`src/rtl/tut_pkg.sv`:
```
// Shared types and constants for the timer-driven UART transceiver.
`timescale 1ns / 1ps
package tut_pkg;

  // Field widths fixed by the word format
  localparam int BYTE_W       = 8;
  localparam int BIT_TICKS_W  = 16;
  localparam int HALF_TICKS_W = 15;
  localparam int CFG_INDEX_W  = 2;
  localparam int CFG_DATA_W   = 16;

  // Configuration register indexes
  localparam logic [CFG_INDEX_W-1:0] CFG_BIT_TICKS      = 2'd0;
  localparam logic [CFG_INDEX_W-1:0] CFG_HALF_BIT_TICKS = 2'd1;

  // Configuration reset values
  localparam logic [BIT_TICKS_W-1:0]  BIT_TICKS_RESET      = 16'd104;
  localparam logic [HALF_TICKS_W-1:0] HALF_BIT_TICKS_RESET = 15'd52;

  // Transmit request taken from one tick word
  typedef struct packed {
    logic              start;
    logic [BYTE_W-1:0] data;
  } tut_tx_req_t;

  // Transmitter status after a tick
  typedef struct packed {
    logic line;
    logic busy;
  } tut_tx_stat_t;

  // Receiver status after a tick
  typedef struct packed {
    logic              valid;
    logic [BYTE_W-1:0] data;
  } tut_rx_stat_t;

endpackage

```
`src/rtl/tut_if.sv`:
```
// Handshake channels: tick words in, result words out, configuration writes.
`timescale 1ns / 1ps
interface tut_tick_if;
  import tut_pkg::*;
  logic              valid;
  logic              ready;
  logic              tx_start;
  logic [BYTE_W-1:0] tx_byte;
  logic              rx_level;
  modport source (output valid, tx_start, tx_byte, rx_level, input ready);
  modport sink   (input valid, tx_start, tx_byte, rx_level, output ready);
endinterface

interface tut_result_if;
  import tut_pkg::*;
  logic              valid;
  logic              ready;
  logic              tx_line;
  logic              tx_busy;
  logic              rx_valid;
  logic [BYTE_W-1:0] rx_byte;
  modport source (output valid, tx_line, tx_busy, rx_valid, rx_byte, input ready);
  modport sink   (input valid, tx_line, tx_busy, rx_valid, rx_byte, output ready);
endinterface

interface tut_cfg_if;
  import tut_pkg::*;
  logic                   valid;
  logic                   ready;
  logic [CFG_INDEX_W-1:0] index;
  logic [CFG_DATA_W-1:0]  data;
  modport source (output valid, index, data, input ready);
  modport sink   (input valid, index, data, output ready);
endinterface

```
`src/rtl/timer_uart_transceiver_core.sv`:
```
// Top level: tick handshake, configuration registers and result register.
`timescale 1ns / 1ps
// A result word is presented the cycle after its tick word is accepted.
// Throughput: one tick word per cycle while results are read; the single result
// register frees as it is read. Tick ready drops only while a result waits unread
// with the sink stalled. Reset (synchronous, active high) idles both directions,
// line high, and loads bit_ticks = 104 and half_bit_ticks = 52.
module timer_uart_transceiver_core #(
  parameter int DATA_BITS   = 8,
  parameter int TIMER_WIDTH = 16
) (
  input logic         clk,
  input logic         rst,
  tut_tick_if.sink    tick,
  tut_result_if.source result,
  tut_cfg_if.sink     cfg
);
  import tut_pkg::*;

  logic [BIT_TICKS_W-1:0]  bit_ticks;
  logic [HALF_TICKS_W-1:0] half_bit_ticks;
  logic                    accept;
  tut_tx_req_t             tx_req;
  tut_tx_stat_t            tx_stat_next;
  tut_rx_stat_t            rx_stat_next;
  logic                    out_valid;
  tut_tx_stat_t            tx_stat;
  tut_rx_stat_t            rx_stat;

  // Configuration writes are always taken
  assign cfg.ready = 1'b1;

  always_ff @(posedge clk) begin
    if (rst) begin
      bit_ticks      <= BIT_TICKS_RESET;
      half_bit_ticks <= HALF_BIT_TICKS_RESET;
    end else if (cfg.valid) begin
      case (cfg.index)
        CFG_BIT_TICKS:      bit_ticks      <= cfg.data;
        CFG_HALF_BIT_TICKS: half_bit_ticks <= cfg.data[HALF_TICKS_W-1:0];
        default: ;
      endcase
    end
  end

  // Tick handshake
  assign tick.ready   = !out_valid || result.ready;
  assign accept       = tick.valid && tick.ready;
  assign tx_req.start = tick.tx_start;
  assign tx_req.data  = tick.tx_byte;

  tut_tx #(
    .DATA_BITS   (DATA_BITS),
    .TIMER_WIDTH (TIMER_WIDTH)
  ) u_tx (
    .clk       (clk),
    .rst       (rst),
    .accept    (accept),
    .req       (tx_req),
    .bit_ticks (bit_ticks),
    .stat_next (tx_stat_next)
  );

  tut_rx #(
    .DATA_BITS   (DATA_BITS),
    .TIMER_WIDTH (TIMER_WIDTH)
  ) u_rx (
    .clk            (clk),
    .rst            (rst),
    .accept         (accept),
    .level          (tick.rx_level),
    .bit_ticks      (bit_ticks),
    .half_bit_ticks (half_bit_ticks),
    .stat_next      (rx_stat_next)
  );

  // Result register
  always_ff @(posedge clk) begin
    if (rst) begin
      out_valid <= 1'b0;
    end else if (accept) begin
      out_valid <= 1'b1;
    end else if (result.ready) begin
      out_valid <= 1'b0;
    end
  end

  always_ff @(posedge clk) begin
    if (accept) begin
      tx_stat <= tx_stat_next;
      rx_stat <= rx_stat_next;
    end
  end

  assign result.valid    = out_valid;
  assign result.tx_line  = tx_stat.line;
  assign result.tx_busy  = tx_stat.busy;
  assign result.rx_valid = rx_stat.valid;
  assign result.rx_byte  = rx_stat.data;

  // Every accepted tick yields a result word on the next cycle
  a_result: assert property (@(posedge clk) disable iff (rst) accept |=> out_valid)
    else $error("accepted tick produced no result");

endmodule

```
`src/rtl/tut_tx.sv`:
```
// Transmitter: frames one byte as start, data LSB first, stop after an idle bit period.
`timescale 1ns / 1ps
module tut_tx #(
  parameter int DATA_BITS   = 8,
  parameter int TIMER_WIDTH = 16
) (
  input  logic                                clk,
  input  logic                                rst,
  input  logic                                accept,
  input  tut_pkg::tut_tx_req_t                req,
  input  logic [tut_pkg::BIT_TICKS_W-1:0]     bit_ticks,
  output tut_pkg::tut_tx_stat_t               stat_next
);
  import tut_pkg::*;

  localparam int FRAME_BITS = DATA_BITS + 2;
  localparam int BL_W       = $clog2(FRAME_BITS + 1);

  logic [FRAME_BITS-1:0]  shift, shift_next;
  logic [BL_W-1:0]        bits_left, bits_left_next;
  logic [TIMER_WIDTH-1:0] timer, timer_next;
  logic                   active, active_next;
  logic                   level, level_next;

  logic [39:0]            ticks_ext;
  logic [TIMER_WIDTH-1:0] reload;
  logic [15:0]            byte_ext;
  logic                   timer_fire;

  // Period reload, masked to the timer width
  assign ticks_ext  = 40'(bit_ticks);
  assign reload     = ticks_ext[TIMER_WIDTH-1:0];
  assign byte_ext   = 16'(req.data);
  assign timer_fire = (timer[TIMER_WIDTH-1:1] == '0);

  // Next state for one tick
  always_comb begin
    shift_next     = shift;
    bits_left_next = bits_left;
    timer_next     = timer;
    active_next    = active;
    level_next     = level;
    if (active) begin
      if (timer_fire) begin
        timer_next = reload;
        if (bits_left == '0) begin
          active_next    = 1'b0;
          bits_left_next = BL_W'(FRAME_BITS);
        end else begin
          level_next     = shift[0];
          shift_next     = shift >> 1;
          bits_left_next = bits_left - 1'b1;
        end
      end else begin
        timer_next = timer - 1'b1;
      end
    end else if (req.start) begin
      shift_next     = {1'b1, byte_ext[DATA_BITS-1:0], 1'b0};
      bits_left_next = BL_W'(FRAME_BITS);
      timer_next     = reload;
      active_next    = 1'b1;
    end
  end

  assign stat_next.line = level_next;
  assign stat_next.busy = active_next;

  // State registers, advanced once per accepted tick
  always_ff @(posedge clk) begin
    if (rst) begin
      shift     <= '0;
      bits_left <= BL_W'(FRAME_BITS);
      timer     <= '0;
      active    <= 1'b0;
      level     <= 1'b1;
    end else if (accept) begin
      shift     <= shift_next;
      bits_left <= bits_left_next;
      timer     <= timer_next;
      active    <= active_next;
      level     <= level_next;
    end
  end

  // Line sits high whenever no frame is in flight
  a_idle_high: assert property (@(posedge clk) disable iff (rst) !active |-> level)
    else $error("tx line low while idle");

  // A request on an idle tick starts a frame
  a_start: assert property (@(posedge clk) disable iff (rst)
    (accept && req.start && !active) |=> active)
    else $error("tx request not taken while idle");

  // Frame end restores the full bit count
  a_end: assert property (@(posedge clk) disable iff (rst)
    (accept && active && !active_next) |=> (bits_left == BL_W'(FRAME_BITS)) && level)
    else $error("tx frame end left bad state");

endmodule

```
`src/rtl/tut_rx.sv`:
```
// Receiver: hunts a falling edge, samples mid-bit, assembles LSB first.
`timescale 1ns / 1ps
module tut_rx #(
  parameter int DATA_BITS   = 8,
  parameter int TIMER_WIDTH = 16
) (
  input  logic                                clk,
  input  logic                                rst,
  input  logic                                accept,
  input  logic                                level,
  input  logic [tut_pkg::BIT_TICKS_W-1:0]     bit_ticks,
  input  logic [tut_pkg::HALF_TICKS_W-1:0]    half_bit_ticks,
  output tut_pkg::tut_rx_stat_t               stat_next
);
  import tut_pkg::*;

  localparam int RT_W = TIMER_WIDTH + 1;
  localparam int BL_W = $clog2(DATA_BITS + 1);

  logic                 hunting, hunting_next;
  logic                 prev_level;
  logic [RT_W-1:0]      timer, timer_next;
  logic [DATA_BITS-1:0] shift, shift_next;
  logic [BL_W-1:0]      bits_left, bits_left_next, bits_dec;
  logic [DATA_BITS-1:0] hold, hold_next;
  logic                 done_next;

  logic [39:0]          first_ext, period_ext;
  logic [15:0]          hold_ext;
  logic                 timer_fire;

  // Reload values, masked to the receive timer width
  assign first_ext  = 40'(bit_ticks) + 40'(half_bit_ticks);
  assign period_ext = 40'(bit_ticks);
  assign timer_fire = (timer[RT_W-1:1] == '0);
  assign bits_dec   = (bits_left != '0) ? bits_left - 1'b1 : '0;

  // Next state for one tick
  always_comb begin
    hunting_next   = hunting;
    timer_next     = timer;
    shift_next     = shift;
    bits_left_next = bits_left;
    hold_next      = hold;
    done_next      = 1'b0;
    if (hunting) begin
      if (prev_level && !level) begin
        hunting_next = 1'b0;
        timer_next   = first_ext[RT_W-1:0];
      end
    end else if (timer_fire) begin
      shift_next = {level, shift[DATA_BITS-1:1]};
      if (bits_dec == '0) begin
        hold_next      = shift_next;
        bits_left_next = BL_W'(DATA_BITS);
        hunting_next   = 1'b1;
        done_next      = 1'b1;
      end else begin
        bits_left_next = bits_dec;
        timer_next     = period_ext[RT_W-1:0];
      end
    end else begin
      timer_next = timer - 1'b1;
    end
  end

  assign hold_ext       = 16'(hold_next);
  assign stat_next.valid = done_next;
  assign stat_next.data  = hold_ext[BYTE_W-1:0];

  // State registers, advanced once per accepted tick
  always_ff @(posedge clk) begin
    if (rst) begin
      hunting    <= 1'b1;
      prev_level <= 1'b1;
      timer      <= '0;
      shift      <= '0;
      bits_left  <= BL_W'(DATA_BITS);
      hold       <= '0;
    end else if (accept) begin
      hunting    <= hunting_next;
      prev_level <= level;
      timer      <= timer_next;
      shift      <= shift_next;
      bits_left  <= bits_left_next;
      hold       <= hold_next;
    end
  end

  // A completed byte sends the receiver back to hunting with a full count
  a_done: assert property (@(posedge clk) disable iff (rst)
    (accept && done_next) |=> hunting && (bits_left == BL_W'(DATA_BITS)))
    else $error("rx did not rearm after byte");

endmodule

```
`src/flat_wrapper.sv`:
```
// flat-port wrapper written by rule: the top's interface ports become plain ports
module timer_uart_transceiver_core_flat import tut_pkg::*;
#(
  parameter int DATA_BITS   = 8,
  parameter int TIMER_WIDTH = 16
)
  (clk, rst, tick_valid, tick_tx_start, tick_tx_byte, tick_rx_level, tick_ready, result_valid, result_tx_line, result_tx_busy, result_rx_valid, result_rx_byte, result_ready, cfg_valid, cfg_index, cfg_data, cfg_ready);
  tut_tick_if tick_i ();
  tut_result_if result_i ();
  tut_cfg_if cfg_i ();
  input logic clk;
  input logic rst;
  input wire logic [$bits(tick_i.valid)-1:0] tick_valid;
  input wire logic [$bits(tick_i.tx_start)-1:0] tick_tx_start;
  input wire logic [$bits(tick_i.tx_byte)-1:0] tick_tx_byte;
  input wire logic [$bits(tick_i.rx_level)-1:0] tick_rx_level;
  output wire logic [$bits(tick_i.ready)-1:0] tick_ready;
  output wire logic [$bits(result_i.valid)-1:0] result_valid;
  output wire logic [$bits(result_i.tx_line)-1:0] result_tx_line;
  output wire logic [$bits(result_i.tx_busy)-1:0] result_tx_busy;
  output wire logic [$bits(result_i.rx_valid)-1:0] result_rx_valid;
  output wire logic [$bits(result_i.rx_byte)-1:0] result_rx_byte;
  input wire logic [$bits(result_i.ready)-1:0] result_ready;
  input wire logic [$bits(cfg_i.valid)-1:0] cfg_valid;
  input wire logic [$bits(cfg_i.index)-1:0] cfg_index;
  input wire logic [$bits(cfg_i.data)-1:0] cfg_data;
  output wire logic [$bits(cfg_i.ready)-1:0] cfg_ready;
  assign tick_i.valid = tick_valid;
  assign tick_i.tx_start = tick_tx_start;
  assign tick_i.tx_byte = tick_tx_byte;
  assign tick_i.rx_level = tick_rx_level;
  assign tick_ready = tick_i.ready;
  assign result_valid = result_i.valid;
  assign result_tx_line = result_i.tx_line;
  assign result_tx_busy = result_i.tx_busy;
  assign result_rx_valid = result_i.rx_valid;
  assign result_rx_byte = result_i.rx_byte;
  assign result_i.ready = result_ready;
  assign cfg_i.valid = cfg_valid;
  assign cfg_i.index = cfg_index;
  assign cfg_i.data = cfg_data;
  assign cfg_ready = cfg_i.ready;
  timer_uart_transceiver_core #(.DATA_BITS(DATA_BITS), .TIMER_WIDTH(TIMER_WIDTH)) u_core (.clk(clk), .rst(rst), .tick(tick_i), .result(result_i), .cfg(cfg_i));
endmodule
```
`config.mk`:
```
export PLATFORM = sky130hd
export DESIGN_NAME = timer_uart_transceiver_core_flat
export DESIGN_NICKNAME = d
export VERILOG_FILES = /design/src/rtl/tut_pkg.sv /design/src/rtl/tut_if.sv /design/src/rtl/timer_uart_transceiver_core.sv /design/src/rtl/tut_tx.sv /design/src/rtl/tut_rx.sv /design/src/flat_wrapper.sv
export SDC_FILE = /design/constraint.sdc
export NUM_CORES = 1
export LEC_CHECK = 0
export ABC_AREA = 0
export BUFFER_PORTS_ARGS = -buffer_cell sky130_fd_sc_hd__buf_4
export CELL_PAD_IN_SITES_DETAIL_PLACEMENT = 1
export CELL_PAD_IN_SITES_GLOBAL_PLACEMENT = 1
export CORE_MARGIN = 3
export CORE_UTILIZATION = 33
export CTS_CLUSTER_DIAMETER = 60
export DETAILED_ROUTE_END_ITERATION = 8
export PLACE_DENSITY_LB_ADDON = 0.1
export REMOVE_ABC_BUFFERS = 1
export SYNTH_ARGS = -nofsm -noshare
export SYNTH_HDL_FRONTEND = slang
export SYNTH_SLANG_ARGS = --single-unit
```
`constraint.sdc`:
```
create_clock -name clk -period 5.5 [get_ports clk]
set_input_delay 1.375 -clock clk [delete_from_list [all_inputs] [get_ports clk]]
set_output_delay 1.375 -clock clk [all_outputs]
set_load 0.005 [all_outputs]
```
==> results of run 1 <==
-- final timing paths --
path,endpoint,slack [ps],cells after the start
worst min register to register,u_core.u_rx.hold[2],450,2
worst max-delay path,tick_ready,2250,3
worst max register to register,u_core.u_rx.bits_left[0],2370,6
worst min-delay path,u_core.u_rx.hold[2],450,2
-- critical path, cell delays in order --
cell      delay [ps]
buf_4            110
nand2b_1         210
buf_4            180
-- cells in the mapped netlist, drive strengths merged, types with 8 or more instances --
cell type / instances / share of area, %
nor2: 62 / 4.0
xnor2: 12 / 1.8
mux2: 11 / 2.1
inv: 14 / 0.88
nor4: 12 / 1.6
edfxtp: 11 / 5.5
nand3: 17 / 1.4
nor3: 22 / 2.1
nand2: 137 / 8.6
dfxtp: 102 / 34
a21oi: 75 / 6.3
ha: 19 / 4.0
o21ai: 39 / 3.3
mux2i: 12 / 2.0
a211oi: 18 / 2.3
or3: 8 / 0.84
clkbuf: 30 / 1.9
-- registers in the layout (all words and copies together), names as in the netlist --
name,cells
u_core.u_rx.timer,17
u_core.bit_ticks,16
u_core.u_tx.timer,16
u_core.half_bit_ticks,15
u_core.u_tx.shift,10
u_core.result.rx_byte,8
u_core.u_rx.hold,8
u_core.u_rx.shift,7
u_core.u_rx.bits_left,4
u_core.u_tx.bits_left,4
u_core.result.rx_valid,1
u_core.result.tx_busy,1
u_core.result.tx_line,1
u_core.result.valid,1
u_core.u_rx.hunting,1
u_core.u_rx.prev_level,1
u_core.u_tx.active,1
u_core.u_tx.level,1
-- kinds of logic after synthesis --
| family | share of synthesized area, % |
|---|---|
| AND/OR/NAND/NOR | 23.3 |
| AO/OA/AOI/OAI | 22.2 |
| flip-flops | 39.7 |
| buffers and inverters | 3.56 |
| multiplexers | 4.08 |
| adder cells (fa/ha/maj) | 4.31 |
| XOR/XNOR | 2.78 |
| other | 0.0627 |
-- layout by cell type (no fill, tap or decap), types with 12 or more instances in the layout --
cell type	instances
a211oi_1	17
a21oi_1	75
buf_4	52
clkbuf_16	17
dfxtp_1	102
ha_1	19
inv_1	14
mux2i_1	12
nand2_1	137
nand3_1	17
nor2_1	59
nor3_1	20
o21ai_0	38
xnor2_1	12
-- report_power, final --
part / switching (W) / total (W) / internal, W / leakage (nW)
logic: 0.000231 / 0.000388 / 0.000157 / 1.45
registers: 0.0000527 / 0.000926 / 0.000874 / 0.939
clock network: 0.000417 / 0.00122 / 0.000804 / 0.296
total: 0.000701 / 0.00254 / 0.00183 / 2.68
-- cell type report --
class | count | area share, %
multi-input combinational | 568 | 47.6
sequential | 113 | 33.2
clock buffer | 19 | 6.06
timing repair buffer | 52 | 5.46
tap | 225 | 3.94
clock inverter | 13 | 2.94
inverter | 16 | 0.840
-- metal layers --
metal	routed length [um]	global-route usage, %	vias up
met5	0	0	-
met4	255	5.76	0
met3	679	3.60	19
met2	8800	31.9	121
met1	8830	25.9	2750
li1	-	-	2731
-- stage by stage --
stage               cell area, um2  instances  hold WS, ps  worst slack, ps
CTS                           7150       1006          455             2250
global route                  7150       1006          473             1990
floorplan                     5830        697          423             2480
global placement              6500        974          437             1950
finish                        7150       1006          451             2250
detailed placement            6500        974          448             1860
==> summary.txt, run 1 <==
Status
  – Status: complete, no violations

Setup path
  – Reg2reg start: u_core.u_rx.hunting
  – Arrival time at the worst endpoint: 1870 ps
  – Worst path required time: 4120 ps
  – Crit Path Class: input port to primary output
  – CP startpoint kind: input port
  – CP Capture Type: primary output
  – CP max FO: 5
  – Crit path from: result_ready

Clock tree
  – Clock Latency Late Sink: 420 ps
  – # Post-CTS Setup Buffers: 0
  – TritonCTS clock tree: done
  – Cts hold-fix bufs: 0
  – # resized after CTS: 0
  – Reg clk slew, reported paths: 60 ps
  – H-tree lvl count: 4
  – # clock sinks: 113
  – CTS buffer count: 17
  – Clock root cell: clkbuf_16
  – Clock Path Buffers: 2

Timing
  – Fin Clk Skew: 5.45 ps
  – Fmax: 0.308 GHz
  – Slew HR: 40.3%
  – Setup Total Neg Slack: 0 ps
  – Endpoints failing setup: 0
  – Worst Tran Pin Value: 894 ps
  – Max-slew violations: 0
  – Crit share post-route: 59.0%
  – Crit path time final: 3250 ps
  – Final Hold Viols: 0
  – RSZ-0062 raised after global routing: false

Layout
  – Filler instances: 2,109
  – Diodes inserted: 0
  – Multi-input combinational cell area: 3400 um2
  – Synth-to-layout area growth: 19.5%
  – Util after Layout: 40.7%
  – Layout Nets: 821
  – Reg area: 2370 um2
  – Share of cells above drive strength 1: 14.7%

Synth
  – Synth Warn #: 0
  – Synth Flop Type: dfxtp_1
  – Synth Register Bits: 113
  – Post-synth EDFFs: 11
  – Seq/Total Area, Yosys: 39.7%
  – Mapped Avg Cell Area: 8.16 um2
  – Post-Syn Area: 5980 um2
  – Post-Synthesis Cells: 733
  – Synth unique cells: 73
  – Ys async rst share: 0%

Die
  – I/O pin cnt: 47
  – Core area: 17,500 um2
  – Core Rows: 48
  – Starting Density: 34.1%
  – Die area: 19,800 um2
  – Die H: 141 um
  – Die X: 141 um

Detailed routing
  – Via Count: 5,621
  – First-pass DRT Iterations: 5
  – Starting DRT DRC Count: 289
  – WL per Instance: 18.5 um
  – Drt total wl: 18,600 um
  – Drc violations: 0
  – Drt via density: 5.59
  – Routed Antenna Nets: 0

Global route
  – Tot GR Track Use: 19.4%
  – Number of global-route vias before repair: 5,755
  – Largest net degree at the start of global routing: 74
  – Initial antenna violation count: 0
  – Global-route wire length before repair: 30,700 um
  – Gr ovfl total: 0

Placement
  – Placer Congestion: 0.833
  – Post-DP HPWL: 13,200 um
  – Port bufs: 45

Hold path
  – Tightest Hold Check Type: flip-flop to flip-flop
  – Hold Crit Start: u_core.u_rx.hold[2]

Pwr
  – Power per cell area: 355 nW/um2
  – VDD IR max: 190 uV
  – Leak Pwr: 2.68 nW
  – Tot Pwr: 0.00254 W

Flow run
  – Number of max-cap violations: 0
No activity file was read; power rests on OpenSTA's default activity.
==> run 2, diff against run 1 <==
clock period = 2.9 ns   (was 5.5 ns; I/O delays follow)
==> run 2 against run 1 <==
Against the previous run: register-to-register slack got worse by 2100 ps; global-route usage down 0.15 points; via count up 1.5%; clock skew hardly changed; critical path depth up 5; worst setup slack got worse by 2000 ps; highest routed layer unchanged.
==> summary.txt, run 2 (synthesis results as in run 1) <==
Clock tree
  – # Post-CTS Setup Buffers: 0 (unchanged)
  – Clock Latency Late Sink: 420 ps (about the same)
  – Cts hold-fix bufs: 0 (unchanged)
  – TritonCTS clock tree: done (unchanged)
  – H-tree lvl count: 4 (unchanged)
  – # resized after CTS: 0 (unchanged)
  – Reg clk slew, reported paths: 50 ps (was 60 ps)
  – Clock root cell: clkbuf_16 (unchanged)
  – # clock sinks: 113 (unchanged)
  – CTS buffer count: 17 (unchanged)
  – Clock Path Buffers: 2 (unchanged)

Setup path
  – Arrival time at the worst endpoint: 2950 ps (was 1870 ps)
  – Crit path from: u_core.u_rx.timer[0] (was result_ready)
  – Reg2Reg Depth: 8 (was 6)
  – Crit Path Class: flip-flop to flip-flop (was input port to primary output)
  – CP Cell Sequence: inv_1 -> ha_1 -> or4b_1 -> or2_2 -> or4_1 -> xnor2_1 -> a211oi_1 -> o22ai_1 (was buf_4 -> nand2b_1 -> buf_4)
  – CP Capture Type: flip-flop (was primary output)
  – CP peak stage delay: 490 ps (was 210 ps)
  – Reg2reg start: u_core.u_rx.timer[0] (was u_core.u_rx.hunting)
  – CP startpoint kind: flip-flop (was input port)
  – Worst path required time: 3190 ps (was 4120 ps)
  – Slowest CP cell: or4b_1 (was nand2b_1)
  – CP max FO: 9 (was 5)

Hold path
  – Hold path cells: 2 (unchanged)
  – Tightest Hold Check Type: flip-flop to flip-flop (unchanged)
  – Hold Crit Start: u_core.u_rx.hold[4] (was u_core.u_rx.hold[2])

Pwr
  – VDD IR max: 440 uV (was 190 uV)
  – Seq pwr share: 36.0% (was 36.5%)
  – Sw Share: 26.3% (was 27.6%)
  – Clk pwr share: 48.0% (was 48.2%)
  – Combinational power share: 16.0% (was 15.3%)
  – Leak Pwr: 2.77 nW (was 2.68 nW)
  – Power per cell area: 668 nW/um2 (was 355 nW/um2)
  – Sw Pwr: 0.00127 W (was 0.000701 W)
  – Tot Pwr: 0.00484 W (was 0.00254 W)
  – Int Power: 0.00357 W (was 0.00183 W)

Global route
  – Largest net degree at the start of global routing: 71 (was 74)
  – Global-route wire length before repair: 30,500 um (was 30,700 um)
  – Initial antenna violation count: 0 (unchanged)
  – Number of global-route vias before repair: 5,779 (was 5,755)
  – Tot GR Track Use: 19.2% (was 19.4%)
  – Gr ovfl total: 0 (unchanged)

Detailed routing
  – Drt via density: 5.60 (was 5.59)
  – Drc violations: 0 (unchanged)
  – WL per Instance: 18.5 um (about the same)
  – Drt total wl: 18,900 um (was 18,600 um)
  – Starting DRT DRC Count: 293 (was 289)
  – First-pass DRT Iterations: 4 (was 5)
  – Routed Antenna Nets: 0 (unchanged)
  – Via Count: 5,703 (was 5,621)

Timing
  – Setup Total Neg Slack: 0 ps (unchanged)
  – Crit share post-route: 91.7%
  – Slew HR: 15.2% (was 40.3%)
  – Max-slew violations: 0 (unchanged)
  – Fmax: 0.376 GHz
  – Crit path setup slack, layout: 241 ps (was 2250 ps)
  – Hold_ws: 451 ps (about the same)
  – RSZ-0062 raised after global routing: false (unchanged)
  – Endpoints failing setup: 0 (unchanged)
  – Fin Clk Skew: 5.56 ps (was 5.45 ps)
  – Worst Tran Pin Value: 1270 ps (was 894 ps)
  – Crit path time final: 2660 ps
  – Final Hold Viols: 0 (unchanged)

Die
  – Die X: 141 um (unchanged)
  – Core area: 17,500 um2 (unchanged)
  – Die H: 141 um (unchanged)
  – Die area: 19,800 um2 (unchanged)
  – Core Rows: 48 (unchanged)
  – I/O pin cnt: 47 (unchanged)
  – Starting Density: 34.1% (unchanged)

Layout
  – Diodes inserted: 0 (unchanged)
  – Max reg flops: 17 (unchanged)
  – Synth-to-layout area growth: 21.2% (was 19.5%)
  – Share of cells above drive strength 1: 15.7% (was 14.7%)
  – Top Registers: u_core.u_rx.timer (17), u_core.bit_ticks (16), u_core.u_tx.timer (16) (unchanged)
  – Most flops, register: u_core.u_rx.timer (unchanged)
  – Layout Nets: 834 (was 821)
  – Commonest non-fill, non-tap cells in the layout: nand2_1 (137), dfxtp_1 (102), a21oi_1 (75) (unchanged)
  – Most common cell after layout, fill and taps aside: nand2_1 (unchanged)
  – Filler instances: 2,098 (was 2,109)
  – Util after Layout: 41.3% (was 40.7%)

Placement
  – Dpl ws: 273 ps (was 1860 ps)
  – Placer Congestion: 0.853 (was 0.833)
  – Port bufs: 45 (unchanged)
  – Post-DP HPWL: 13,700 um (was 13,200 um)

Status
  – Status: complete, no violations (unchanged)

Flow run
  – Number of max-cap violations: 0 (unchanged)
==> run 2: changes by cell type in the layout (fill, tap and decap cells not counted) <==
cell / change
clkinvlp_4: -5
clkinv_1: +3
inv_6: -1
clkinv_2: +2
buf_4: +13
bufinv_16: +1
==> run 2: cell type report <==
| type | count | area (um2) | share of cell area [%] |
|---|---|---|---|
| Sequential cell | 113 | 2370 | 32.7 |
| Multi-Input combinational cell | 568 | 3400 | 46.9 |
| Inverter | 16 | 60.1 | 0.829 |
| Timing Repair Buffer | 65 | 488 | 6.73 |
| Tap cell | 225 | 282 | 3.88 |
| Clock inverter | 13 | 215 | 2.97 |
| Clock buffer | 19 | 433 | 5.97 |
==> run 2: critical path: cells and delay by family, from the launching register on <==
kind	cells	cell delay (ps)
compound gates	2	340
xor+xnor	1	140
fa+ha+maj	1	350
buf+inv	1	110
flops	1	370
simple gates	3	1230
==> run 2: through the flow <==
step	std cells	area, um2
global placement	987	6600
detailed placement	987	6600
CTS	1019	7250
floorplan	697	5830
finish	1019	7250
global route	1019	7250
==> run 2: path summary, 6_finish.rpt <==
| kind | end | slack, ps |
|---|---|---|
| worst max-delay path | u_core.u_rx.timer[12] | 240 |
| worst min-delay path | u_core.u_rx.hold[4] | 450 |
| worst max register to register | u_core.u_rx.timer[12] | 240 |
| worst min register to register | u_core.u_rx.hold[4] | 450 |
==> run 2: power by group through the flow <==
stage               logic, W  registers (W)  clock network, W
finish              0.000777        0.00174           0.00232
global route        0.000868        0.00175           0.00245
CTS                 0.000780        0.00174           0.00237
detailed placement  0.000773        0.00177                 0
global placement    0.000755        0.00177                 0
floorplan           0.000501        0.00176                 0
==> run 2: metal layers <==
metal / global-route usage (%) / wire, um / part of all wire, % / up-vias
met5: 0 / 0 / 0 / -
met4: 6.78 / 410 / 2.2 / 0
li1: - / - / - / 2766
met1: 25.0 / 8650 / 46 / 2789
met2: 31.9 / 9000 / 48 / 119
met3: 3.70 / 794 / 4.2 / 29
==> run 3, diff against run 2 <==
CTS_BUF_LIST = sky130_fd_sc_hd__clkbuf_8   (was default)
==> run 3 against run 2 <==
Against the previous run: first-iteration DRC count shrank 6.5%; non-clock buffer count is the same; global-route usage decreased by 0.18 points; cell count is the same; register-to-register slack improved by 20 ps; fmax increased by 0.69%; die area unchanged; sequential cell count unchanged; clock skew is 3.9 ps higher; final area is 2.6% lower; critical endpoint unchanged; largest cell class unchanged; largest power group unchanged.
==> summary.txt, run 3 (synthesis results as in run 1) <==
Global route
  – Global-route wire length before repair: 30,200 um (was 30,500 um)
  – Tot GR Track Use: 19.0% (was 19.2%)
  – Largest net degree at the start of global routing: 71 (unchanged)
  – GR peak layer: met2 (unchanged)
  – Gr ovfl total: 0 (unchanged)
  – Number of global-route vias before repair: 5,760 (was 5,779)
  – GR Layer Usage met1: 24.7% (was 25.0%)
  – GR Util met3: 3.49% (was 3.70%)
  – GRT met2 Usage: 31.6% (was 31.9%)
  – Initial antenna violation count: 0 (unchanged)

Pwr
  – Leak Pwr: 2.69 nW (was 2.77 nW)
  – VDD IR max: 287 uV (was 440 uV)
  – Power per cell area: 604 nW/um2 (was 668 nW/um2)

Setup path
  – CP Capture Type: flip-flop (unchanged)
  – CP max FO: 9 (unchanged)
  – Crit Path Class: flip-flop to flip-flop (unchanged)
  – Slowest CP cell: or4b_1 (unchanged)
  – Worst path required time: 3220 ps (was 3190 ps)
  – CP Cell Sequence: inv_1 -> ha_1 -> or4b_1 -> or2_2 -> or4_1 -> xnor2_1 -> a211oi_1 -> o22ai_1 (unchanged)
  – Arrival time at the worst endpoint: 2960 ps (was 2950 ps)
  – CP startpoint kind: flip-flop (unchanged)
  – CP peak stage delay: 490 ps (about the same)
  – Cell family with most CP delay: simple AND/OR/NAND/NOR gates (unchanged)
  – Reg2reg start: u_core.u_rx.timer[1] (was u_core.u_rx.timer[0])
  – CP bufs+invs: 1 (unchanged)
  – Crit path from: u_core.u_rx.timer[1] (was u_core.u_rx.timer[0])

Clock tree
  – CTS buffer count: 17 (unchanged)
  – # resized after CTS: 0 (unchanged)
  – # clock sinks: 113 (unchanged)
  – TritonCTS clock tree: done (unchanged)
  – H-tree lvl count: 4 (unchanged)
  – Clock Latency Late Sink: 440 ps (was 420 ps)
  – Reg clk slew, reported paths: 60 ps (was 50 ps)
  – Clock root cell: clkbuf_8 (was clkbuf_16)
  – Clock Path Buffers: 2 (unchanged)
  – # Post-CTS Setup Buffers: 0 (unchanged)
  – Cts hold-fix bufs: 0 (unchanged)

Die
  – Die H: 141 um (unchanged)
  – Die X: 141 um (unchanged)
  – Core area: 17,500 um2 (unchanged)
  – I/O pin cnt: 47 (unchanged)
  – Core Rows: 48 (unchanged)
  – Starting Density: 34.1% (unchanged)
  – Die area: 19,800 um2 (unchanged)

Placement
  – Placer Congestion: 0.853 (unchanged)
  – Dpl ws: 273 ps (unchanged)
  – Port bufs: 45 (unchanged)
  – Area post-placement: 6600 um2 (unchanged)
  – Post-DP HPWL: 13,700 um (unchanged)

Timing
  – RSZ-0062 raised after global routing: false (unchanged)
  – Crit share post-route: 91.1% (was 91.7%)
  – Max-slew violations: 0 (unchanged)
  – Final Hold Viols: 0 (unchanged)
  – Endpoints failing setup: 0 (unchanged)
  – Hold_ws: 454 ps (was 451 ps)
  – Crit path setup slack, layout: 259 ps (was 241 ps)
  – Slew HR: 13.2% (was 15.2%)
  – Fmax: 0.379 GHz (was 0.376 GHz)
  – Worst Tran Pin Value: 1300 ps (was 1270 ps)
  – Fin Clk Skew: 9.49 ps (was 5.56 ps)
  – Setup Total Neg Slack: 0 ps (unchanged)
  – Crit path time final: 2640 ps (was 2660 ps)

Detailed routing
  – Starting DRT DRC Count: 274 (was 293)
  – WL per Instance: 18.4 um (was 18.5 um)
  – Via Count: 5,666 (was 5,703)
  – Drt total wl: 18,700 um (was 18,900 um)
  – First-pass DRT Iterations: 4 (unchanged)
  – Drc violations: 0 (unchanged)
  – Drt via density: 5.56 (was 5.60)
  – Routed Antenna Nets: 0 (unchanged)

Layout
  – Max reg flops: 17 (unchanged)
  – Share of cells above drive strength 1: 15.7% (unchanged)
  – Top Registers: u_core.u_rx.timer (17), u_core.bit_ticks (16), u_core.u_tx.timer (16) (unchanged)
  – Synth-to-layout area growth: 18.0% (was 21.2%)
  – Layout Nets: 834 (unchanged)
  – Post-route design area: 7060 um2 (was 7250 um2)
  – Most common cell after layout, fill and taps aside: nand2_1 (unchanged)
  – Util after Layout: 40.2% (was 41.3%)
  – Diodes inserted: 0 (unchanged)
  – Most flops, register: u_core.u_rx.timer (unchanged)
  – Commonest non-fill, non-tap cells in the layout: nand2_1 (137), dfxtp_1 (102), a21oi_1 (75) (unchanged)

Status
  – Status: complete, no violations (unchanged)

Flow run
  – Number of max-cap violations: 0 (unchanged)

Hold path
  – Tightest Hold Check Type: flip-flop to flip-flop (unchanged)
  – Hold Crit Start: u_core.u_rx.hold[4] (unchanged)
[run 3: path summary, 6_finish.rpt]
path	endpoint	slack, ps	cells past startpoint
worst max-delay path	u_core.u_rx.timer[12]	260	8
worst min-delay path	u_core.u_rx.hold[4]	450	2
worst max register to register	u_core.u_rx.timer[12]	260	8
worst min register to register	u_core.u_rx.hold[4]	450	2
[run 3: area by class of cell]
cell class | instances | area (um2)
clock buffer | 17 | 234
clock inverter | 15 | 223
fill | 2124 | 10500
inverter | 16 | 60.1
multi-input combinational | 568 | 3400
sequential | 113 | 2370
tap | 225 | 282
timing repair buffer | 65 | 488
[run 3: tightest hold or removal path: cells and delay by family (launching register included)]
| family | cells | cell delay (ps) |
|---|---|---|
| DFF | 1 | 310 |
| AOI/OAI and AO/OA | 1 | 50 |
| and+or+nand+nor | 1 | 50 |
[run 3: metrics by stage]
step	std cells	total power (W)
2_1_floorplan	697	0.00226
3_3_place_gp	987	0.00253
3_5_place_dp	987	0.00255
4_1_cts	1019	0.00431
5_1_grt	1019	0.00449
6_report	1019	0.00426
[run 3: power breakdown]
part	internal (W)	switching (W)	leakage, nW
clock network	0.00109	0.000659	0.238
logic	0.000317	0.000458	1.51
registers	0.00166	0.0000843	0.939
total	0.00306	0.00120	2.69
[run 3: per-layer routing]
metal	vias up	wire [um]
li1	2756	-
met1	2785	8760
met2	98	8870
met3	27	670
met4	0	419
met5	-	0
